### src/design/first_fit_block_allocator_core_defines.svh
// ----------------------------------------------------------------------------
// first_fit_block_allocator_core_defines
// assertion macros used by the allocator rtl
// ----------------------------------------------------------------------------
`ifndef FIRST_FIT_BLOCK_ALLOCATOR_CORE_DEFINES_SVH
`define FIRST_FIT_BLOCK_ALLOCATOR_CORE_DEFINES_SVH

// clocked assertion, disabled while reset is applied
`define FFBA_ASSERT(lbl, prop, msg) \
  lbl: assert property (@(posedge clk_i) disable iff (!rst_ni) prop) else $error(msg);

// clocked assertion that is also checked during reset
`define FFBA_ASSERT_ALWAYS(lbl, prop, msg) \
  lbl: assert property (@(posedge clk_i) prop) else $error(msg);

`endif

### src/design/ffba_pkg.sv
// ----------------------------------------------------------------------------
// ffba_pkg
// types and constants of the first-fit block allocator
// ----------------------------------------------------------------------------
package ffba_pkg;

  localparam int unsigned MAX_BLOCKS = 8;
  localparam int unsigned MAX_ALLOCS = 16;

  localparam int unsigned SIZE_W      = 16;
  localparam int unsigned TAG_W       = 16;
  localparam int unsigned OUT_BLOCK_W = 3;

  // block index, and block counter that can hold MAX_BLOCKS itself
  localparam int unsigned BLK_W  = (MAX_BLOCKS > 1) ? $clog2(MAX_BLOCKS) : 1;
  localparam int unsigned BCNT_W = $clog2(MAX_BLOCKS + 1);
  // allocation slot index and slot counter
  localparam int unsigned SLOT_W = (MAX_ALLOCS > 1) ? $clog2(MAX_ALLOCS) : 1;
  localparam int unsigned SCNT_W = $clog2(MAX_ALLOCS + 1);

  typedef enum logic [1:0] {
    FUNC_ADD   = 2'd0,
    FUNC_ALLOC = 2'd1,
    FUNC_FREE  = 2'd2
  } func_e;

  typedef enum logic [1:0] {
    ST_OK    = 2'd0,
    ST_NOFIT = 2'd1,
    ST_NOTAG = 2'd2,
    ST_FULL  = 2'd3
  } status_e;

  typedef enum logic [2:0] {
    S_IDLE,
    S_CMD,
    S_BRD,
    S_BCHK,
    S_ARD,
    S_ACHK,
    S_FWR,
    S_RESP
  } state_e;

  typedef struct packed {
    logic [TAG_W-1:0]  tag;
    logic [BLK_W-1:0]  blk;
    logic [SIZE_W-1:0] size;
  } alloc_entry_t;

endpackage

### src/design/first_fit_block_allocator_core.sv
// ----------------------------------------------------------------------------
// first_fit_block_allocator_core
// first-fit allocator over a block table and an allocation table
// ----------------------------------------------------------------------------
// One transaction is taken at a time and gives exactly one result. Block
// sizes and allocation records sit in two synchronous memories with one
// write and one registered read port each, and allocate and free are
// read-modify-write sequences on them. Allocate reads the blocks in order up
// to and including the first fit, or all of them when none fits; free reads
// the allocation slots in order up to and including the match, or all of them
// when the tag is not found. An allocate into a full allocation table ends
// without a block search. A new transaction is accepted in the cycle after
// the result enters the output register, even while that result still waits
// to be taken.

`include "first_fit_block_allocator_core_defines.svh"

module first_fit_block_allocator_core (
  input  logic                               clk_i,
  input  logic                               rst_ni,
  input  logic                               in_valid_i,
  output logic                               in_ready_o,
  input  logic [1:0]                         func_i,
  input  logic [ffba_pkg::SIZE_W-1:0]        req_size_i,
  input  logic [ffba_pkg::TAG_W-1:0]         req_tag_i,
  output logic                               out_valid_o,
  input  logic                               out_ready_i,
  output logic [1:0]                         status_o,
  output logic [ffba_pkg::TAG_W-1:0]         out_tag_o,
  output logic [ffba_pkg::OUT_BLOCK_W-1:0]   out_block_o,
  output logic [ffba_pkg::SIZE_W-1:0]        block_left_o
);

  localparam int unsigned SIZE_W = ffba_pkg::SIZE_W;
  localparam int unsigned TAG_W  = ffba_pkg::TAG_W;
  localparam int unsigned OBW    = ffba_pkg::OUT_BLOCK_W;
  localparam int unsigned BLK_W  = ffba_pkg::BLK_W;
  localparam int unsigned BCNT_W = ffba_pkg::BCNT_W;
  localparam int unsigned SLOT_W = ffba_pkg::SLOT_W;
  localparam int unsigned SCNT_W = ffba_pkg::SCNT_W;
  localparam int unsigned NBLK   = ffba_pkg::MAX_BLOCKS;
  localparam int unsigned NALLOC = ffba_pkg::MAX_ALLOCS;

  ffba_pkg::state_e state_q, state_d;

  // latched request
  logic [1:0]        func_q;
  logic [SIZE_W-1:0] size_q;
  logic [TAG_W-1:0]  tag_q;

  // allocator state kept in flops
  logic [BCNT_W-1:0] blk_count_q, blk_count_d;
  logic [TAG_W-1:0]  next_tag_q, next_tag_d;
  logic [NALLOC-1:0] valid_q, valid_d;

  // scan counters and free bookkeeping
  logic [BCNT_W-1:0] blk_idx_q, blk_idx_d;
  logic [SCNT_W-1:0] slot_idx_q, slot_idx_d;
  logic [SLOT_W-1:0] new_slot_q, new_slot_d;
  logic [BLK_W-1:0]  f_blk_q, f_blk_d;
  logic [SIZE_W-1:0] f_size_q, f_size_d;

  // pending result
  ffba_pkg::status_e res_status_q, res_status_d;
  logic [TAG_W-1:0]  res_tag_q, res_tag_d;
  logic [OBW-1:0]    res_blk_q, res_blk_d;
  logic [SIZE_W-1:0] res_left_q, res_left_d;

  // output register
  logic              out_valid_q;
  logic [1:0]        out_status_q;
  logic [TAG_W-1:0]  out_tag_q;
  logic [OBW-1:0]    out_blk_q;
  logic [SIZE_W-1:0] out_left_q;

  // block memory
  logic [SIZE_W-1:0] blk_mem [NBLK];
  logic              b_we, b_re;
  logic [BLK_W-1:0]  b_waddr, b_raddr;
  logic [SIZE_W-1:0] b_wdata, b_rdata_q;

  // allocation memory
  ffba_pkg::alloc_entry_t alloc_mem [NALLOC];
  logic                   a_we, a_re;
  logic [SLOT_W-1:0]      a_waddr, a_raddr;
  ffba_pkg::alloc_entry_t a_wdata, a_rdata_q;

  logic              in_fire;
  logic              out_free;
  logic              slot_found;
  logic [SLOT_W-1:0] slot_free;
  logic              fit;
  logic [SIZE_W-1:0] fit_left;
  logic              tag_match;
  logic [SIZE_W:0]   credit_sum;
  logic [SIZE_W-1:0] credit_sat;

  assign in_ready_o = (state_q == ffba_pkg::S_IDLE);
  assign in_fire    = in_valid_i && in_ready_o;
  assign out_free   = !out_valid_q || out_ready_i;

  // lowest-numbered free allocation slot
  always_comb begin
    slot_found = 1'b0;
    slot_free  = '0;
    for (int i = NALLOC - 1; i >= 0; i--) begin
      if (!valid_q[i]) begin
        slot_found = 1'b1;
        slot_free  = SLOT_W'(i);
      end
    end
  end

  assign fit        = (b_rdata_q >= size_q);
  assign fit_left   = b_rdata_q - size_q;
  assign tag_match  = valid_q[slot_idx_q[SLOT_W-1:0]] && (a_rdata_q.tag == tag_q);
  assign credit_sum = {1'b0, b_rdata_q} + {1'b0, f_size_q};
  assign credit_sat = credit_sum[SIZE_W] ? {SIZE_W{1'b1}} : credit_sum[SIZE_W-1:0];

  // next state
  always_comb begin
    state_d = state_q;
    unique case (state_q)
      ffba_pkg::S_IDLE: begin
        if (in_fire) state_d = ffba_pkg::S_CMD;
      end
      ffba_pkg::S_CMD: begin
        unique case (func_q)
          ffba_pkg::FUNC_ALLOC: state_d = slot_found ? ffba_pkg::S_BRD : ffba_pkg::S_RESP;
          ffba_pkg::FUNC_FREE:  state_d = ffba_pkg::S_ARD;
          default:              state_d = ffba_pkg::S_RESP;
        endcase
      end
      ffba_pkg::S_BRD: begin
        state_d = (blk_idx_q >= blk_count_q) ? ffba_pkg::S_RESP : ffba_pkg::S_BCHK;
      end
      ffba_pkg::S_BCHK: begin
        state_d = fit ? ffba_pkg::S_RESP : ffba_pkg::S_BRD;
      end
      ffba_pkg::S_ARD: begin
        state_d = (slot_idx_q == SCNT_W'(NALLOC)) ? ffba_pkg::S_RESP : ffba_pkg::S_ACHK;
      end
      ffba_pkg::S_ACHK: begin
        state_d = tag_match ? ffba_pkg::S_FWR : ffba_pkg::S_ARD;
      end
      ffba_pkg::S_FWR: begin
        state_d = ffba_pkg::S_RESP;
      end
      ffba_pkg::S_RESP: begin
        if (out_free) state_d = ffba_pkg::S_IDLE;
      end
      default: state_d = ffba_pkg::S_IDLE;
    endcase
  end

  // datapath and memory controls
  always_comb begin
    blk_count_d  = blk_count_q;
    next_tag_d   = next_tag_q;
    valid_d      = valid_q;
    blk_idx_d    = blk_idx_q;
    slot_idx_d   = slot_idx_q;
    new_slot_d   = new_slot_q;
    f_blk_d      = f_blk_q;
    f_size_d     = f_size_q;
    res_status_d = res_status_q;
    res_tag_d    = res_tag_q;
    res_blk_d    = res_blk_q;
    res_left_d   = res_left_q;
    b_we         = 1'b0;
    b_waddr      = blk_idx_q[BLK_W-1:0];
    b_wdata      = size_q;
    b_re         = 1'b0;
    b_raddr      = blk_idx_q[BLK_W-1:0];
    a_we         = 1'b0;
    a_waddr      = new_slot_q;
    a_wdata      = '{tag: next_tag_q, blk: blk_idx_q[BLK_W-1:0], size: size_q};
    a_re         = 1'b0;
    a_raddr      = slot_idx_q[SLOT_W-1:0];

    unique case (state_q)
      ffba_pkg::S_CMD: begin
        res_status_d = ffba_pkg::ST_OK;
        res_tag_d    = '0;
        res_blk_d    = '0;
        res_left_d   = '0;
        blk_idx_d    = '0;
        slot_idx_d   = '0;
        new_slot_d   = slot_free;
        unique case (func_q)
          ffba_pkg::FUNC_ADD: begin
            if (blk_count_q == BCNT_W'(NBLK)) begin
              res_status_d = ffba_pkg::ST_FULL;
            end else begin
              b_we        = 1'b1;
              b_waddr     = blk_count_q[BLK_W-1:0];
              res_blk_d   = OBW'(blk_count_q);
              res_left_d  = size_q;
              blk_count_d = blk_count_q + 1'b1;
            end
          end
          ffba_pkg::FUNC_ALLOC: begin
            if (!slot_found) res_status_d = ffba_pkg::ST_FULL;
          end
          default: ;
        endcase
      end
      ffba_pkg::S_BRD: begin
        if (blk_idx_q >= blk_count_q) begin
          res_status_d = ffba_pkg::ST_NOFIT;
        end else begin
          b_re = 1'b1;
        end
      end
      ffba_pkg::S_BCHK: begin
        if (fit) begin
          b_we                = 1'b1;
          b_wdata             = fit_left;
          a_we                = 1'b1;
          valid_d[new_slot_q] = 1'b1;
          next_tag_d          = next_tag_q + 1'b1;
          res_tag_d           = next_tag_q;
          res_blk_d           = OBW'(blk_idx_q[BLK_W-1:0]);
          res_left_d          = fit_left;
        end else begin
          blk_idx_d = blk_idx_q + 1'b1;
        end
      end
      ffba_pkg::S_ARD: begin
        if (slot_idx_q == SCNT_W'(NALLOC)) begin
          res_status_d = ffba_pkg::ST_NOTAG;
        end else begin
          a_re = 1'b1;
        end
      end
      ffba_pkg::S_ACHK: begin
        if (tag_match) begin
          valid_d[slot_idx_q[SLOT_W-1:0]] = 1'b0;
          b_re     = 1'b1;
          b_raddr  = a_rdata_q.blk;
          f_blk_d  = a_rdata_q.blk;
          f_size_d = a_rdata_q.size;
        end else begin
          slot_idx_d = slot_idx_q + 1'b1;
        end
      end
      ffba_pkg::S_FWR: begin
        b_we       = 1'b1;
        b_waddr    = f_blk_q;
        b_wdata    = credit_sat;
        res_blk_d  = OBW'(f_blk_q);
        res_left_d = credit_sat;
      end
      default: ;
    endcase
  end

  always_ff @(posedge clk_i or negedge rst_ni) begin
    if (!rst_ni) begin
      state_q     <= ffba_pkg::S_IDLE;
      blk_count_q <= '0;
      next_tag_q  <= '0;
      valid_q     <= '0;
      out_valid_q <= 1'b0;
    end else begin
      state_q     <= state_d;
      blk_count_q <= blk_count_d;
      next_tag_q  <= next_tag_d;
      valid_q     <= valid_d;
      if (state_q == ffba_pkg::S_RESP && out_free) begin
        out_valid_q <= 1'b1;
      end else if (out_ready_i) begin
        out_valid_q <= 1'b0;
      end
    end
  end

  always_ff @(posedge clk_i) begin
    if (in_fire) begin
      func_q <= func_i;
      size_q <= req_size_i;
      tag_q  <= req_tag_i;
    end
    blk_idx_q    <= blk_idx_d;
    slot_idx_q   <= slot_idx_d;
    new_slot_q   <= new_slot_d;
    f_blk_q      <= f_blk_d;
    f_size_q     <= f_size_d;
    res_status_q <= res_status_d;
    res_tag_q    <= res_tag_d;
    res_blk_q    <= res_blk_d;
    res_left_q   <= res_left_d;
    if (state_q == ffba_pkg::S_RESP && out_free) begin
      out_status_q <= res_status_q;
      out_tag_q    <= res_tag_q;
      out_blk_q    <= res_blk_q;
      out_left_q   <= res_left_q;
    end
  end

  // block memory, one write and one registered read port
  always_ff @(posedge clk_i) begin
    if (b_we) blk_mem[b_waddr] <= b_wdata;
    if (b_re) b_rdata_q <= blk_mem[b_raddr];
  end

  // allocation record memory
  always_ff @(posedge clk_i) begin
    if (a_we) alloc_mem[a_waddr] <= a_wdata;
    if (a_re) a_rdata_q <= alloc_mem[a_raddr];
  end

  assign out_valid_o  = out_valid_q;
  assign status_o     = out_status_q;
  assign out_tag_o    = out_tag_q;
  assign out_block_o  = out_blk_q;
  assign block_left_o = out_left_q;

  // ------------------------------------------------------------------------
  // assertions
  // ------------------------------------------------------------------------
  `FFBA_ASSERT_ALWAYS(a_blk_count_range, (blk_count_q <= BCNT_W'(NBLK)), "block count overflow")
  `FFBA_ASSERT(a_alloc_sets_one, (state_q == ffba_pkg::S_BCHK && fit) |=> ($countones(valid_q) == $past($countones(valid_q)) + 1), "allocate did not claim exactly one slot")
  `FFBA_ASSERT(a_free_clears_one, (state_q == ffba_pkg::S_ACHK && tag_match) |=> ($countones(valid_q) + 1 == $past($countones(valid_q))), "free did not release exactly one slot")
  `FFBA_ASSERT(a_tag_only_on_alloc, (!$stable(next_tag_q)) |-> $past(state_q == ffba_pkg::S_BCHK && fit), "tag counter moved without an allocation")
  `FFBA_ASSERT(a_accept_dispatch, (in_valid_i && in_ready_o) |=> (state_q == ffba_pkg::S_CMD && !in_ready_o), "accepted transaction not dispatched")

endmodule

### config.mk
export PLATFORM = sky130hd
export DESIGN_NAME = first_fit_block_allocator_core
export DESIGN_NICKNAME = d
export VERILOG_FILES = /design/src/design/ffba_pkg.sv /design/src/design/first_fit_block_allocator_core.sv
export VERILOG_INCLUDE_DIRS = /design/src /design/src/design
export SDC_FILE = /design/constraint.sdc
export NUM_CORES = 1
export LEC_CHECK = 0
export ABC_CLOCK_PERIOD_IN_PS = 10400
export BUFFER_PORTS_ARGS = -buffer_cell sky130_fd_sc_hd__clkbuf_2
export CORE_MARGIN = 3
export CORE_UTILIZATION = 30
export DETAILED_ROUTE_END_ITERATION = 8
export PLACE_DENSITY = 0.43
export SLEW_MARGIN = 20
export SYNTH_ARGS = -nofsm -noshare
export SYNTH_HDL_FRONTEND = slang
export SYNTH_SLANG_ARGS = --single-unit
### constraint.sdc
create_clock -name clk_i -period 10.4 [get_ports clk_i]
set_clock_uncertainty 0.1 [all_clocks]
set_input_delay 1.04 -clock clk_i [delete_from_list [all_inputs] [get_ports clk_i]]
set_output_delay 1.04 -clock clk_i [all_outputs]
set_load 0.005 [all_outputs]
==> run_results.csv <==
group,metric,value,unit
status,status,"completed",
timing,fin_ws,5.08,ns
yosys,synth.distinct_cells,60,
clock_network,ctsResizeCount,0,
yosys,syn_area_per_cell,19.5,um2
yosys,synthMuxAreaShare,12.9,%
global_routing,antenna_found_initial,5,
detailed_routing,drtPass1Iterations,6,
detailed_routing,initialDrtViolationCount,1489,
timing,period_share,51.1,%
timing,fin_setup_tns,0,ns
timing,timing.slew.headroom,27.3,%
hold_path,hold_end,"out_tag_o[11]",
floorplan,die_w,356,um
worst_setup_path,r2r_cells,12,
finish,area_delta_synth_final,16.5,%
floorplan,coreArea,121000,um2
global_routing,grt_pass1_vias,19200,
floorplan,rows,127,
yosys,synthTopCellsByArea,"edfxtp_1, mux4_2, dfrtp_1, ha_1, xnor2_1",
hold_path,hp-start,"res_tag_q[11]",
timing,max_freq,188,MHz
detailed_routing,route.detailed.drc,0,
timing,slew_viol_final,0,
hold_path,min_path_type,"register to register",
finish,nets,2124,
timing,finalSetupViolCount,0,
power,p_leak,0.0146,uW
worst_setup_path,path_class,"register to register",
clock_network,cts_setup_buffers,0,
yosys,synth_ff_type,"edfxtp_1",
clock_network,ctsHoldBuffers,0,
yosys,synth_edf_count,879,
worst_setup_path,reg2reg_from,"slot_idx_q[0]",
floorplan,io_pins,77,
placement,portBuffers,76,
timing,fin_crit,5.32,ns
yosys,seq_area_frac_synth,74.5,%
yosys,synth_top_family_by_area,"multiplexers",
yosys,yosysTopAreaCellShare,71.8,%
finish,fin_area,42800,um2
global_routing,track_usage,14.6,%
detailed_routing,antenna_left,0,
placement,post-place-ws,4.94,ns
clock_network,tritoncts,"yes",
power,powerDensity,241,nW/um2
worst_setup_path,critical_path_required,10.70,ns
worst_setup_path,end_kind,"register",
clock_network,clock_path_buffers,3,
timing,final-hold-violation-count,0,
placement,routabilityCongestion,0.803,
hold_path,hold_depth,0,
yosys,synthSimpleGateAreaFrac,3.55,%
yosys,synth_compound_area_share,4.30,%
yosys,synth-adder-area-share,1.71,%
placement,dpl_cell_area,39400,um2
worst_setup_path,critPathLaunchType,"register",
detailed_routing,drt-wirelength-per-cell,24.7,um
yosys,synthCells,1882,
detailed_routing,wirelength,92.4,mm
yosys,yosysWarnings,0,
clock_network,clk_latency,0.67,ns
worst_setup_path,cp_max_fo,110,
clock_network,numCtsBuffers,97,
floorplan,die-area,127000,um2
yosys,synth_seq_cells,919,
finish,drive_gt1_share,25.3,%
yosys,async_flop_share,4.35,%
placement,hpwl,54.5,mm
timing,worst_pin_slew,1.09,ns
global_routing,grt_pass1_wl,135,mm
global_routing,grt_max_degree,149,
detailed_routing,viasPerCell,4.88,
job,maxCapViolCount,0,
timing,grt_setup_unrepaired,"false",
worst_setup_path,critPathArrivalTime,5.62,ns
global_routing,grt_remaining_overflow,0,
clock_network,htreeDepth,3,
yosys,yosys.area.top_type,"edfxtp_1",
floorplan,start_util,30.4,%
clock_network,clkSinkCount,919,
yosys,syn_area,36800,um2
detailed_routing,vias,18200,
worst_setup_path,r2r_end,"b_rdata_q[9]",
floorplan,die_h,356,um
power,ir_worst_vdd,0.177,mV
yosys,synth-xor-area-share,1.53,%
worst_setup_path,rrSetupSlack,5.08,ns
clock_network,cts-root-buf,"clkbuf_16",
yosys,syn_nets,1969,
clock_network,path_clk_slew,0.06,ns
layer usage:
layer  routed length (um)  up-vias  global-route usage, %
met5                   17        -                      0
met4                 1500        2                   3.37
met3                 4640      107                   2.68
met2                43500      443                   23.3
met1                42800     9659                   20.8
li1                     -     8016                      -
state kept, by name, indices dropped and copies added, names as in the netlist, 4 cells and up:
signal        count
slot_idx_q        5
blk_idx_q         4
a_rdata_q        35
next_tag_q       16
tag_q            16
valid_q          16
f_size_q         16
b_rdata_q        16
a_waddr           4
out_tag_o        16
res_tag_q        16
size_q           16
blk_mem         128
alloc_mem       560
blk_count_q       4
res_left_q       16
block_left_o     16
final cells by class:
cell class,instances,area (um2)
fillers,11200,78000
repair buffers,135,848
clock inverters,64,817
diodes,2,5.00
well taps,1612,2020
multi-input cells,843,9010
clock buffers,119,2560
inverters,41,154
flip-flops and latches,919,27400
layout by cell type, fill, tap and decap left out, types with 23 or more instances in the layout:
cell,synthesis,layout
a21oi_1,36,36
and2_1,24,23
buf_4,0,57
clkbuf_16,0,98
clkbuf_2,0,76
dfrtp_1,40,39
edfxtp_1,879,879
ha_1,47,47
inv_1,41,41
mux2_2,28,28
mux2i_1,34,34
mux4_2,179,179
nand2_1,78,77
nand3_1,23,23
nor2_1,48,37
o21ai_0,36,36
xnor2_1,46,46
stage by stage:
step	utilization, %	total power (uW)	instances	hold WS (ns)
global route	35.4	10800	3733	0.321
CTS	35.4	10500	3733	0.313
floorplan	-	6050	1882	0.300
detailed placement	32.6	6800	3550	0.305
finish	35.4	10300	3735	0.310
global placement	32.6	6770	3550	0.302
power by group:
part / switching [uW] / internal, uW
Combinational: 1130 / 774
Sequential: 209 / 4560
Clock: 1450 / 2200
critical path: stages, from the launching register on:
cell and delay [ns]:
edfxtp_1 0.37, buf_12 0.64, buf_4 0.81, mux4_2 0.59
nand3b_1 0.11, nand3_1 0.13, and3_1 0.19, buf_4 0.24
mux2i_4 0.18, buf_4 0.78, mux2_2 0.42, o22ai_1 0.22
a221oi_2 0.06
cells in the mapped netlist, drive strengths merged (32+ instances only):
cell	n
xnor2	46
nor2	48
a21oi	36
mux4	179
o21ai	36
mux2	32
mux2i	35
dfrtp	40
ha	47
nand2	78
clkbuf	54
edfxtp	879
inv	41
worst max path at each step:
stage	startpoint	endpoint	slack (ns)	cells after the start
after detailed placement	slot_idx_q[0]	b_rdata_q[9]	4.94	12
after floorplan	size_q[0]	alloc_mem[8][0]	4.45	10
after global placement	slot_idx_q[0]	b_rdata_q[3]	4.95	12
final	slot_idx_q[0]	b_rdata_q[9]	5.08	12
after CTS	slot_idx_q[0]	b_rdata_q[9]	4.94	12
after global routing	slot_idx_q[0]	b_rdata_q[11]	4.64	12
kinds of logic (layout without fill, tap and decap cells):
group,after synthesis,count (layout)
fa+ha+maj,49,49
flops,919,919
compound gates,219,219
xor+xnor,64,64
mux,246,246
simple gates,265,265
other cells,0,2
buf+inv,120,359
Power figures use the tool's default switching activity.
